===== src/design/est_pkg.sv =====
// ----------------------------------------------------------------------------
// est_pkg: shared types and constants for the encoder scan tracker
// Opcodes, register indexes, field widths and the request and result structs.
// ----------------------------------------------------------------------------
package est_pkg;

  // field widths
  localparam int POS_W     = 32;
  localparam int STILL_W   = 16;
  localparam int WDT_W     = 16;
  localparam int RELOAD_W  = 15;
  localparam int DIST_W    = 20;
  localparam int CFG_W     = 20;
  localparam int CFG_IDX_W = 2;
  localparam int EXT_W     = POS_W + 2;

  // capture store layout
  localparam int NSLOT  = 3;
  localparam int NCAP   = 2 * NSLOT;
  localparam int BEAT_W = 3;
  localparam int CNT_W  = 2;

  // stream widths
  localparam int IN_TDATA_W  = 40;
  localparam int OUT_TDATA_W = 128;

  // fixed values
  localparam logic [WDT_W-1:0]    WDT_IDLE          = 16'hFFFF;
  localparam logic [STILL_W-1:0]  STILL_MAX         = 16'hFFFF;
  localparam logic [RELOAD_W-1:0] RST_WDT_RELOAD    = 15'd500;
  localparam logic [DIST_W-1:0]   RST_POLE_SPACING  = 20'd2000;
  localparam logic [DIST_W-1:0]   RST_FIRST_GAP     = 20'd1800;
  localparam logic [BEAT_W-1:0]   BEAT_LAST         = 3'(NCAP - 1);
  localparam logic [BEAT_W-1:0]   BEAT_DIR1         = 3'(NSLOT);

  typedef enum logic [2:0] {
    OP_TICK      = 3'd0,
    OP_INDEX     = 3'd1,
    OP_READ      = 3'd2,
    OP_WDT_START = 3'd3,
    OP_WDT_STOP  = 3'd4,
    OP_WDT_KICK  = 3'd5,
    OP_WDT_CHECK = 3'd6
  } op_t;

  typedef enum logic [CFG_IDX_W-1:0] {
    CFG_WDT_RELOAD   = 2'd0,
    CFG_POLE_SPACING = 2'd1,
    CFG_FIRST_GAP    = 2'd2
  } cfg_idx_t;

  typedef enum logic [1:0] {
    SCAN_WAIT = 2'd0,
    SCAN_NONE = 2'd1,
    SCAN_NEW  = 2'd2
  } scan_t;

  // decoded request, one strobe per action
  typedef struct packed {
    logic tick_move;
    logic tick_wdt;
    logic index;
    logic read_ok;
    logic wdt_start;
    logic wdt_stop;
    logic wdt_kick;
    logic wdt_check;
  } cmd_t;

  // tracker status after the update
  typedef struct packed {
    logic                    going_down;
    logic signed [POS_W-1:0] low_turn;
    logic signed [POS_W-1:0] high_turn;
    logic [STILL_W-1:0]      still;
    scan_t                   scan;
    logic                    armed;
  } status_t;

  // one result beat, last field in the lowest bits
  typedef struct packed {
    logic signed [POS_W-1:0] pole_position;
    logic [CNT_W-1:0]        pole_count;
    logic [1:0]              pole_slot;
    logic                    pole_dir;
    logic                    capture_armed;
    logic [1:0]              scan_state;
    logic [STILL_W-1:0]      still_count;
    logic signed [POS_W-1:0] max_position;
    logic signed [POS_W-1:0] min_position;
    logic                    moving_down;
    logic                    flag;
  } result_t;

  localparam int PAD_W = OUT_TDATA_W - $bits(result_t);

endpackage


===== src/design/est_tracker.sv =====
// ----------------------------------------------------------------------------
// est_tracker: direction, turning points, scan state and capture arming
// Follows the encoder position on collecting ticks and counts still samples.
// ----------------------------------------------------------------------------
module est_tracker import est_pkg::*; (
  input  logic                    clk,
  input  logic                    rst_n,
  input  cmd_t                    cmd,
  input  logic signed [POS_W-1:0] pos,
  output status_t                 status_nxt,
  output logic                    going_down,
  output logic                    armed,
  output logic                    clear_req
);

  logic                    going_down_r, going_down_nxt;
  logic signed [POS_W-1:0] prev_r, prev_nxt;
  logic signed [POS_W-1:0] low_r, low_nxt;
  logic signed [POS_W-1:0] high_r, high_nxt;
  logic [STILL_W-1:0]      still_r, still_nxt;
  scan_t                   scan_r, scan_nxt;
  logic                    armed_r, armed_nxt;

  // tick update
  always_comb begin
    going_down_nxt = going_down_r;
    prev_nxt       = prev_r;
    low_nxt        = low_r;
    high_nxt       = high_r;
    still_nxt      = still_r;
    scan_nxt       = scan_r;
    armed_nxt      = armed_r;
    clear_req      = 1'b0;
    if (cmd.tick_move) begin
      if (going_down_r) begin
        if (pos > prev_r) begin
          low_nxt        = prev_r;
          going_down_nxt = 1'b0;
        end
      end else if (pos < prev_r) begin
        high_nxt       = prev_r;
        going_down_nxt = 1'b1;
        if (scan_r == SCAN_WAIT) begin
          clear_req = 1'b1;
          armed_nxt = 1'b1;
          scan_nxt  = SCAN_NONE;
        end else begin
          if (armed_r) begin
            armed_nxt = 1'b0;
          end else begin
            clear_req = 1'b1;
            armed_nxt = 1'b1;
          end
          scan_nxt = SCAN_NEW;
        end
      end
      // still counter, saturating
      if (pos == prev_r) begin
        if (still_r != STILL_MAX) begin
          still_nxt = still_r + 1'b1;
        end
      end else begin
        still_nxt = '0;
      end
      prev_nxt = pos;
    end
  end

  always_ff @(posedge clk) begin
    if (!rst_n) begin
      going_down_r <= 1'b0;
      prev_r       <= '0;
      low_r        <= '0;
      high_r       <= '0;
      still_r      <= '0;
      scan_r       <= SCAN_WAIT;
      armed_r      <= 1'b0;
    end else begin
      going_down_r <= going_down_nxt;
      prev_r       <= prev_nxt;
      low_r        <= low_nxt;
      high_r       <= high_nxt;
      still_r      <= still_nxt;
      scan_r       <= scan_nxt;
      armed_r      <= armed_nxt;
    end
  end

  assign status_nxt.going_down = going_down_nxt;
  assign status_nxt.low_turn   = low_nxt;
  assign status_nxt.high_turn  = high_nxt;
  assign status_nxt.still      = still_nxt;
  assign status_nxt.scan       = scan_nxt;
  assign status_nxt.armed      = armed_nxt;
  assign going_down            = going_down_r;
  assign armed                 = armed_r;

endmodule


===== src/design/est_poles.sv =====
// ----------------------------------------------------------------------------
// est_poles: pole capture store
// Records index pulse positions per direction with spacing checks.
// ----------------------------------------------------------------------------
module est_poles import est_pkg::*; (
  input  logic                    clk,
  input  logic                    rst_n,
  input  cmd_t                    cmd,
  input  logic signed [POS_W-1:0] pos,
  input  logic                    going_down,
  input  logic                    armed,
  input  logic                    clear_req,
  input  logic [DIST_W-1:0]       pole_spacing,
  input  logic [DIST_W-1:0]       first_pole_gap,
  output logic [CNT_W-1:0]        cnt [2],
  output logic signed [POS_W-1:0] store [NCAP]
);

  logic [CNT_W-1:0]        cnt_r [2];
  logic signed [POS_W-1:0] store_r [NCAP];
  logic signed [POS_W-1:0] last_cap_r;

  logic                    dir;
  logic [CNT_W-1:0]        cur_cnt;
  logic signed [EXT_W-1:0] p_ext, pr_ext, sp_ext, gap_ext;
  logic                    spacing_ok, gap_fail;
  logic                    store_en;
  logic [1:0]              slot;
  logic [BEAT_W-1:0]       wr_idx;

  // distance checks at widened precision
  assign dir     = going_down;
  assign cur_cnt = cnt_r[dir];
  assign p_ext   = EXT_W'(pos);
  assign pr_ext  = EXT_W'(last_cap_r);
  assign sp_ext  = EXT_W'({1'b0, pole_spacing});
  assign gap_ext = EXT_W'({1'b0, first_pole_gap});

  assign spacing_ok = dir ? (pr_ext >= p_ext + sp_ext) : (pr_ext + sp_ext <= p_ext);
  assign gap_fail   = dir ? (pr_ext < p_ext + gap_ext) : (pr_ext + gap_ext > p_ext);

  // slot selection for an index pulse
  always_comb begin
    store_en = 1'b0;
    slot     = 2'd0;
    case (cur_cnt)
      2'd0: begin
        store_en = 1'b1;
        slot     = 2'd0;
      end
      2'd1: begin
        store_en = 1'b1;
        slot     = gap_fail ? 2'd0 : 2'd1;
      end
      2'd2: begin
        store_en = spacing_ok;
        slot     = 2'd2;
      end
      default: begin
        store_en = 1'b0;
        slot     = 2'd0;
      end
    endcase
    store_en = store_en & cmd.index & armed;
  end

  assign wr_idx = dir ? (BEAT_DIR1 + {1'b0, slot}) : {1'b0, slot};

  // store update, cleared on rearm or after a read
  always_ff @(posedge clk) begin
    if (!rst_n) begin
      cnt_r[0]   <= '0;
      cnt_r[1]   <= '0;
      last_cap_r <= '0;
      for (int i = 0; i < NCAP; i++) begin
        store_r[i] <= '0;
      end
    end else if (clear_req || cmd.read_ok) begin
      cnt_r[0] <= '0;
      cnt_r[1] <= '0;
      for (int i = 0; i < NCAP; i++) begin
        store_r[i] <= '0;
      end
    end else if (store_en) begin
      cnt_r[dir]      <= slot + 2'd1;
      store_r[wr_idx] <= pos;
      last_cap_r      <= pos;
    end
  end

  assign cnt   = cnt_r;
  assign store = store_r;

endmodule


===== src/design/est_wdt.sv =====
// ----------------------------------------------------------------------------
// est_wdt: move watchdog
// Counts down on idle ticks, fires at zero, and is started, stopped, kicked.
// ----------------------------------------------------------------------------
module est_wdt import est_pkg::*; (
  input  logic                clk,
  input  logic                rst_n,
  input  cmd_t                cmd,
  input  logic [RELOAD_W-1:0] reload,
  output logic                fired
);

  logic [WDT_W-1:0] left_r, left_nxt;
  logic             fired_r, fired_nxt;

  // countdown and control
  always_comb begin
    left_nxt  = left_r;
    fired_nxt = fired_r;
    if (cmd.tick_wdt && !left_r[WDT_W-1]) begin
      if (left_r != '0) begin
        left_nxt = left_r - 1'b1;
      end else begin
        fired_nxt = 1'b1;
        left_nxt  = WDT_IDLE;
      end
    end
    if (cmd.wdt_start) begin
      left_nxt  = {1'b0, reload};
      fired_nxt = 1'b0;
    end
    if (cmd.wdt_stop) begin
      left_nxt = WDT_IDLE;
    end
    if (cmd.wdt_kick) begin
      left_nxt = {1'b0, reload};
    end
    if (cmd.wdt_check) begin
      fired_nxt = 1'b0;
    end
  end

  always_ff @(posedge clk) begin
    if (!rst_n) begin
      left_r  <= WDT_IDLE;
      fired_r <= 1'b0;
    end else begin
      left_r  <= left_nxt;
      fired_r <= fired_nxt;
    end
  end

  assign fired = fired_r;

endmodule


===== src/design/est_out.sv =====
// ----------------------------------------------------------------------------
// est_out: result register and read sequencer
// Holds one status result, or a snapshot of the six captures sent as six beats.
// ----------------------------------------------------------------------------
module est_out import est_pkg::*; (
  input  logic                    clk,
  input  logic                    rst_n,
  input  logic                    load,
  input  logic                    flag,
  input  logic                    multi,
  input  status_t                 status,
  input  logic [CNT_W-1:0]        cnt [2],
  input  logic signed [POS_W-1:0] store [NCAP],
  output logic                    ready,
  input  logic                    out_tready,
  output logic                    out_tvalid,
  output logic                    out_tlast,
  output logic [OUT_TDATA_W-1:0]  out_tdata
);

  logic                    valid_r;
  logic                    multi_r;
  logic [BEAT_W-1:0]       beat_r;
  logic                    flag_r;
  status_t                 status_r;
  logic [CNT_W-1:0]        cnt_r [2];
  logic signed [POS_W-1:0] snap_r [NCAP];

  logic                    last;
  logic                    dir;
  logic [BEAT_W-1:0]       slot_full;
  result_t                 res;

  assign last  = !multi_r || (beat_r == BEAT_LAST);
  assign ready = !valid_r || (out_tready && last);

  // control: valid and beat counter
  always_ff @(posedge clk) begin
    if (!rst_n) begin
      valid_r <= 1'b0;
      beat_r  <= '0;
      multi_r <= 1'b0;
    end else if (load) begin
      valid_r <= 1'b1;
      beat_r  <= '0;
      multi_r <= multi;
    end else if (valid_r && out_tready) begin
      if (last) begin
        valid_r <= 1'b0;
      end else begin
        beat_r <= beat_r + 1'b1;
      end
    end
  end

  // payload capture
  always_ff @(posedge clk) begin
    if (load) begin
      flag_r   <= flag;
      status_r <= status;
      cnt_r    <= cnt;
      snap_r   <= store;
    end
  end

  // beat fields
  assign dir       = (beat_r >= BEAT_DIR1);
  assign slot_full = dir ? (beat_r - BEAT_DIR1) : beat_r;

  always_comb begin
    res.flag          = flag_r;
    res.moving_down   = status_r.going_down;
    res.min_position  = status_r.low_turn;
    res.max_position  = status_r.high_turn;
    res.still_count   = status_r.still;
    res.scan_state    = status_r.scan;
    res.capture_armed = status_r.armed;
    res.pole_dir      = 1'b0;
    res.pole_slot     = '0;
    res.pole_count    = '0;
    res.pole_position = '0;
    if (multi_r) begin
      res.pole_dir      = dir;
      res.pole_slot     = slot_full[1:0];
      res.pole_count    = cnt_r[dir];
      res.pole_position = snap_r[beat_r];
    end
  end

  assign out_tvalid = valid_r;
  assign out_tlast  = last;
  assign out_tdata  = {{PAD_W{1'b0}}, res};

endmodule


===== src/design/encoder_scan_tracker_core.sv =====
// ----------------------------------------------------------------------------
// encoder_scan_tracker_core: encoder scan tracker top level
// The first result beat of an accepted request is registered for the next cycle.
// Throughput: one request per cycle unless out_tready or a read in progress
// holds it off; a successful read gives six beats, the next request being taken
// with the sixth beat. The result register and its sequencer set the read rate.
// Reset: synchronous, active low; clears control state, config registers to defaults.
// ----------------------------------------------------------------------------
module encoder_scan_tracker_core import est_pkg::*; (
  input  logic                   clk,
  input  logic                   rst_n,
  // configuration write port
  input  logic                   cfg_we,
  input  logic [CFG_IDX_W-1:0]   cfg_addr,
  input  logic [CFG_W-1:0]       cfg_wdata,
  // request stream
  input  logic                   in_tvalid,
  output logic                   in_tready,
  // opcode[2:0], position[34:3], collecting[35], zero fill above
  input  logic [IN_TDATA_W-1:0]  in_tdata,
  // result stream
  output logic                   out_tvalid,
  input  logic                   out_tready,
  output logic                   out_tlast,
  // flag[0], moving_down[1], min_position[33:2], max_position[65:34],
  // still_count[81:66], scan_state[83:82], capture_armed[84], pole_dir[85],
  // pole_slot[87:86], pole_count[89:88], pole_position[121:90], zero fill above
  output logic [OUT_TDATA_W-1:0] out_tdata
);

  logic [RELOAD_W-1:0]     wdt_reload_r;
  logic [DIST_W-1:0]       pole_spacing_r;
  logic [DIST_W-1:0]       first_gap_r;

  logic                    accept;
  op_t                     op;
  logic signed [POS_W-1:0] pos;
  logic                    collecting;
  cmd_t                    cmd;

  status_t                 status_nxt;
  logic                    going_down, armed, clear_req;
  logic                    wdt_fired;
  logic [CNT_W-1:0]        cnt [2];
  logic signed [POS_W-1:0] store [NCAP];
  logic                    flag;

  // configuration registers
  always_ff @(posedge clk) begin
    if (!rst_n) begin
      wdt_reload_r   <= RST_WDT_RELOAD;
      pole_spacing_r <= RST_POLE_SPACING;
      first_gap_r    <= RST_FIRST_GAP;
    end else if (cfg_we) begin
      case (cfg_idx_t'(cfg_addr))
        CFG_WDT_RELOAD:   wdt_reload_r   <= cfg_wdata[RELOAD_W-1:0];
        CFG_POLE_SPACING: pole_spacing_r <= cfg_wdata;
        CFG_FIRST_GAP:    first_gap_r    <= cfg_wdata;
        default: ;
      endcase
    end
  end

  // request unpack
  assign accept     = in_tvalid && in_tready;
  assign op         = op_t'(in_tdata[2:0]);
  assign pos        = in_tdata[34:3];
  assign collecting = in_tdata[35];

  // opcode decode
  always_comb begin
    cmd = '0;
    if (accept) begin
      case (op)
        OP_TICK: begin
          cmd.tick_move = collecting;
          cmd.tick_wdt  = !collecting;
        end
        OP_INDEX:     cmd.index     = 1'b1;
        OP_READ:      cmd.read_ok   = !armed;
        OP_WDT_START: cmd.wdt_start = 1'b1;
        OP_WDT_STOP:  cmd.wdt_stop  = 1'b1;
        OP_WDT_KICK:  cmd.wdt_kick  = 1'b1;
        OP_WDT_CHECK: cmd.wdt_check = 1'b1;
        default: ;
      endcase
    end
  end

  assign flag = cmd.read_ok || (cmd.wdt_check && wdt_fired);

  est_tracker u_tracker (
    .clk        (clk),
    .rst_n      (rst_n),
    .cmd        (cmd),
    .pos        (pos),
    .status_nxt (status_nxt),
    .going_down (going_down),
    .armed      (armed),
    .clear_req  (clear_req)
  );

  est_poles u_poles (
    .clk            (clk),
    .rst_n          (rst_n),
    .cmd            (cmd),
    .pos            (pos),
    .going_down     (going_down),
    .armed          (armed),
    .clear_req      (clear_req),
    .pole_spacing   (pole_spacing_r),
    .first_pole_gap (first_gap_r),
    .cnt            (cnt),
    .store          (store)
  );

  est_wdt u_wdt (
    .clk    (clk),
    .rst_n  (rst_n),
    .cmd    (cmd),
    .reload (wdt_reload_r),
    .fired  (wdt_fired)
  );

  est_out u_out (
    .clk        (clk),
    .rst_n      (rst_n),
    .load       (accept),
    .flag       (flag),
    .multi      (cmd.read_ok),
    .status     (status_nxt),
    .cnt        (cnt),
    .store      (store),
    .ready      (in_tready),
    .out_tready (out_tready),
    .out_tvalid (out_tvalid),
    .out_tlast  (out_tlast),
    .out_tdata  (out_tdata)
  );

endmodule

===== config.mk =====
export PLATFORM = sky130hd
export DESIGN_NAME = encoder_scan_tracker_core
export DESIGN_NICKNAME = d
export VERILOG_FILES = /design/src/design/est_pkg.sv /design/src/design/est_tracker.sv /design/src/design/est_poles.sv /design/src/design/est_wdt.sv /design/src/design/est_out.sv /design/src/design/encoder_scan_tracker_core.sv
export SDC_FILE = /design/constraint.sdc
export NUM_CORES = 2
export LEC_CHECK = 0
export ABC_AREA = 1
export BUFFER_PORTS_ARGS = -buffer_cell sky130_fd_sc_hd__buf_2
export CAP_MARGIN = 20
export CORE_MARGIN = 4
export CORE_UTILIZATION = 62
export CTS_CLUSTER_DIAMETER = 150
export DETAILED_ROUTE_END_ITERATION = 8
export GPL_TIMING_DRIVEN = 0
export PLACE_DENSITY_LB_ADDON = 0.3
export RECOVER_POWER = 25
export SYNTH_ARGS = -nofsm -noshare
export SYNTH_HDL_FRONTEND = slang
export SYNTH_HIERARCHICAL = 1
export SYNTH_SLANG_ARGS = --single-unit

===== constraint.sdc =====
create_clock -name clk -period 12.9 [get_ports clk]
set_input_delay 3.225 -clock clk [delete_from_list [all_inputs] [get_ports clk]]
set_output_delay 3.225 -clock clk [all_outputs]
set_load 0.01 [all_outputs]

## Word-level counts from Yosys, hierarchy flattened

Cells that the tools add are included.

- Multipliers: 0
- Shifts and indexed selects: 0
- Div/mod/pow operators: 0
- Reductions and logical operators: 35
- Equality and inequality tests: 13
- Multiplexer cells: 64
- Order comparisons: 13
- Add/sub/neg operators: 10
- Bitwise operators: 10

Operators with widths:

| operator | count |
|---|---|
| 32-bit two-way mux | 9 |
| 192-bit bitwise mux | 1 |
| 32-bit by 21-bit adder with 33-bit output | 4 |
| 16-bit two-way mux | 8 |
| 32-bit binary-select mux with 3-bit select | 1 |
| 32-bit demux with 3-bit select | 1 |
| 37-bit two-way mux | 1 |
| 32-bit by 33-bit >= comparator with 1-bit output | 1 |
| 33-bit by 32-bit > comparator with 1-bit output | 1 |
| 33-bit by 32-bit less-or-equal comparator with 1-bit output | 1 |
| 32-bit by 33-bit < comparator with 1-bit output | 1 |
| 32-bit equality test | 1 |
| 32-bit > comparator | 1 |
| 32-bit < comparator | 1 |
| 2-bit two-way mux | 13 |
| 1-bit two-way mux | 24 |
| 16-bit by 1-bit adder with 16-bit output (second input constant) | 1 |
| 16-bit inequality test (second input constant) | 1 |
| 16-bit nonzero test | 1 |
| 16-bit by 1-bit subtractor with 16-bit output (second input constant) | 1 |
| 2-bit AND reduction | 7 |
| 3-bit equality test (second input constant) | 4 |
| 4-bit >= comparator (second input constant) | 2 |
| 8-bit two-way mux | 1 |
| other kinds (30) | 58 |

- Input port bits: 67
- Register bits after elaboration: 702
- Word-level logic and storage cells: 184
- ROM bits: 0
- Latch bits: 0
- Memories kept: 0
- RAM bits: 0

## Depth between registers and ports, before layout

- Depth in word-level cells: 14
- Depth in mapped cells: 38
- Depth with buffers taken out: 37

## Cells and area by module

Netlist, hierarchy kept.

Modules (own cells, without submodules):

| module | cells each | area each (um2) | instances |
|---|---|---|---|
| est_poles | 2523 | 17010.1 | 1 |
| est_out | 854 | 11116.9 | 1 |
| est_tracker | 840 | 5874.4 | 1 |
| encoder_scan_tracker_core | 349 | 2322.2 | 1 |
| est_wdt | 276 | 1503.9 | 1 |

## Worst setup path after synthesis

No wires, ideal clock.

- Path type: input to register
- From: in out_tready
- To: reg u_poles.cnt_r, in the netlist u_poles/cnt[0]
- Library setup time: 0.132 ns
- Data arrival time: 11.395 ns
- Stages: 15
- Path buffers: 4
- Slack: 1.373 ns
- Path through: nand2_1 -> nand2_1 -> nand2_1 -> inv_1 -> nand2_1 -> nor2_1 -> clkbuf_1 -> buf_4 -> nand4_1 -> inv_1 -> nor2_1 -> nand2_1 -> clkbuf_1 -> clkbuf_1 -> a21oi_1

RTL lines:

| what | line | RTL |
|---|---|---|
| from (decl) | encoder_scan_tracker_core.sv:23 | `input logic out_tready,` |
| to (signal, indexed assignment) | est_poles.sv:85 | `cnt_r[dir] <= slot + 2'd1;` |
| to (decl) | est_poles.sv:19 | `logic [CNT_W-1:0] cnt_r [2];` |

## Worst setup path in the final report

- From: in in_tdata[3]
- To: reg u_poles.store_r, in the netlist u_poles/store[72]

- Cells in the longest elaborated chain, start to end: 13
- Elaborated cells between the ends (all ways): 28
- Classes of those cells: add/sub (3); order compare (7); mux (12); bitwise (3); reduce/logical (3)

RTL lines:

| what | line | RTL |
|---|---|---|
| from (decl) | encoder_scan_tracker_core.sv:20 | `input logic [IN_TDATA_W-1:0] in_tdata,` |
| 32-bit by 21-bit adder with 33-bit output | est_poles.sv:40 | `assign gap_fail = dir ? (pr_ext < p_ext + gap_ext) : (pr_ext + gap_ext > p_ext);` |
| 32-bit by 33-bit < comparator with 1-bit output | est_poles.sv:40 |  |
| 1-bit two-way mux | est_poles.sv:40 |  |
| 1-bit two-way mux | est_poles.sv:53 | `slot = gap_fail ? 2'd0 : 2'd1;` |
| 2-bit one-hot mux with 2 select lines | est_poles.sv:46 | `case (cur_cnt)` |
| 2-bit by 2-bit adder with 3-bit output | est_poles.sv:67 | `assign wr_idx = dir ? (BEAT_DIR1 + {1'b0, slot}) : {1'b0, slot};` |
| 3-bit two-way mux | est_poles.sv:67 |  |
| 3-bit NOT with 4-bit output (not written as such) | est_poles.sv:86 | `store_r[wr_idx] <= pos;` |
| 4-bit >= comparator (not written as such) / 4-bit by 1-bit < comparator with 1-bit output (equally long branches) | est_poles.sv:86 |  |
| 1-bit logical AND (not written as such) | est_poles.sv:86 |  |
| 32-bit two-way mux (not written as such) | est_poles.sv:86 |  |
| 32-bit demux with 3-bit select | est_poles.sv:86 |  |
| 192-bit bitwise mux | est_poles.sv:86 |  |
| to (signal, indexed assignment) | est_poles.sv:86 |  |
| to (decl) | est_poles.sv:20 | `logic signed [POS_W-1:0] store_r [NCAP];` |

Several ways; a longest one is shown, not always the timed one.
A chain may end at the register's enable or synchronous reset.

==> impl_metrics.ini <==
[synthesis]
syn_area_um2 = 37800
seq_area_frac_synth_pct = 44.6
synth.distinct_cells = 54
synthArstFlopShare_pct = 0
avgSynthCellArea_um2 = 7.81
syn_inst = 4842
synth_edf_count = 281
yosys_warnings = 6
yosysTopAreaCell = edfxtp_1
synth.top_cell.area_share_pct = 22.3
synthTopCellsByCount = nand2_1 (1,222), inv_1 (568), nor2_1 (531), dfxtp_1 (421), a21oi_1 (396)
ys_seq_elements = 702
synth_area_leaders = edfxtp_1 (22%), dfxtp_1 (22%), nand2_1 (12%)
synth.most_common_cell = nand2_1
synth_ff_type = dfxtp_1

[global_route]
grt_pass1_vias = 31050
grt_first_pass_wirelength_mm = 168
grt_max_degree = 134
track_usage_pct = 33.3
antenna_found_initial = 6
gr-total-overflow = 0

[placed_design]
dpl_cell_area_um2 = 39800
place_ws_ps = 3510
gp_congestion = 0.977
dp_hpwl_mm = 82.5
port_buffers = 187

[timing]
worst_slack_ps = 3840
drv_slew = 46
fin_skew_ps = 29.1
fin_crit_ps = 9060
setup_viol = 0
hold_violations = 0
tns_ps = 0
fmax_ghz = 0.110
slew-limit-headroom_pct = -37.2
worstMarginPinSlew_ps = 2050
post-route-period-util_pct = 70.3
rsz0062_at_grt = false

[routing]
first_iter_violations = 3736
ant_nets = 0
routed_wl_mm = 111
dr_total_vias = 33796
drc = 0
viasPerCell = 5.67
detail_route.wl_per_cell_um = 18.7
dr.pass1.iters = 8

[pwr]
p_clk_share_pct = 42.8
p_sw_mw = 1.29
p_comb_share_pct = 10.0
peakVddDrop_uv = 117
pwr-share-seq_pct = 47.2
p_total_mw = 5.09
powerDensity_nw_per_um2 = 120
p_leak_nw = 19.8
switching_share_pct = 25.4
p_int_mw = 3.80

[critical_path]
crit_arrival_ps = 9570
path_max_fanout = 10
endpoint_kind = flip-flop
crit_top_cell = nand2_1
crit_required_ps = 13400
slowest_delay_ps = 520
cp-start-kind = input pin
crit_slowest_cell = a21oi_1
path_class = in2reg

[floorplanning]
die_w_um = 255
io_pins = 198
die_h_um = 255
core_um2 = 60400
rows = 90
dieArea_um2 = 65000
start_util_pct = 62.7

[cells_and_area]
drive_above_1_share_pct = 9.53
fin_util_pct = 70.1
fin_nets = 5438
area_delta_synth_final_pct = 11.8
final_cell_area_um2 = 42300

[outcome]
status = finished with violations
violations = max-capacitance violations, max-slew violations

[clock_network]
h-tree-depth = 3
ctsHoldBuffers = 0
cts_inserted_buffers = 74
cts.sinks = 702
cts_tree = yes
clockRootBuffer = clkbuf_16
ctsResizeCount = 0
clock_latency_ps = 630
post_cts_buffers = 0
clkTransAtPathRegs_ps = 70
clockBufferDepth = 3

[worst_hold_path]
hp-class = reg2reg

[job]
maxCapViolations = 1
-- final cells by class --
class	count	area (um^2)
Fill cell	4880	18000
Multi-Input combinational cell	3345	17600
Sequential cell	702	16900
Inverter	592	2220
Clock buffer	105	2150
Buffer	208	1130
Timing Repair Buffer	189	990
Tap cell	782	978
Clock inverter	33	332
Antenna cell	4	10.0
-- path summary, 6_finish.rpt --
path	cells after the start	startpoint	slack, ps	endpoint
max	33	in_tdata[3]	3840	u_poles/store[72]
min	0	u_poles/store[36]	410	u_out/snap_r[36]
min reg2reg	0	u_poles/store[36]	410	u_out/snap_r[36]
max reg2reg	23	u_out/beat_r[1]	5420	u_poles/store[65]
-- metrics by stage --
step / cells / hold WS, ps
finish: 5960 / 409
global route: 5959 / 432
CTS: 5956 / 417
detailed placement: 5818 / 414
global placement: 5816 / 410
floorplan: 4847 / 408
-- cells by family after synthesis --
logic type               Yosys count  synth area share [%]
AND/OR/NAND/NOR                 2279                  25.3
buffers and inverters            800                  8.88
flip-flops                       702                  44.6
AO/OA/AOI/OAI                    681                  9.84
adder cells (fa/ha/maj)          259                  8.65
XOR/XNOR                         120                  2.78
other                              1               0.00991
-- worst max-delay path: cells and delay by family --
family          cells  cell delay [ps]
xor+xnor            1              160
buf+inv             4              830
fa+ha+maj           4             1390
compound gates     10             2230
simple gates       14             1730
-- power groups by stage --
stage                     registers, mW  clock network (mW)  logic (mW)
after global routing               2.40                2.29       0.561
after global placement             2.47                   0       0.479
after CTS                          2.40                2.19       0.497
after floorplan                    2.46                   0       0.321
final                              2.40                2.18       0.509
after detailed placement           2.45                   0       0.493
-- flip-flops by register name, indices dropped and copies added, names as in the netlist, 2 cells and up --
signal / cells
first_gap_r: 20
pole_spacing_r: 20
u_out/beat_r: 3
u_out/cnt_r: 4
u_out/out_tdata: 84
u_out/snap_r: 192
u_poles/cnt: 4
u_poles/last_cap_r: 32
u_poles/store: 192
u_tracker/high_r: 32
u_tracker/low_r: 32
u_tracker/prev_r: 32
u_tracker/scan_r: 2
u_tracker/still_r: 16
u_wdt/left_r: 16
wdt_reload_r: 15
-- cells in the final DEF (no fill, tap or decap), types with 7 or more instances in the layout --
cell type / count
clkinv_1: 19
clkinv_2: 9
buf_6: 9
o211ai_1: 40
clkbuf_16: 78
nor4_1: 13
inv_1: 567
nand4_1: 57
nand3_1: 343
inv_2: 15
nor2_1: 531
xnor2_1: 33
nand2_2: 7
ha_1: 255
o21bai_1: 36
xor2_1: 87
a21o_1: 9
clkbuf_8: 13
a31oi_1: 15
o21ai_1: 42
nand2_1: 1222
buf_4: 44
o21ai_0: 116
clkbuf_1: 87
dfxtp_1: 421
o21a_1: 9
nor3_1: 36
buf_1: 12
a21oi_1: 396
nor2_2: 9
edfxtp_1: 281
or2_1: 22
buf_2: 254
or2_2: 13
-- per-layer routing --
metal  global-route usage [%]  part of all wire, %  vias up
met5                        0                0.021        -
met1                     43.9                   40    15490
met4                     16.0                  5.0        4
met3                     7.56                   11      354
met2                     52.3                   45     1660
li1                         -                    -    16288
No activity file was read; power rests on OpenSTA's default activity.
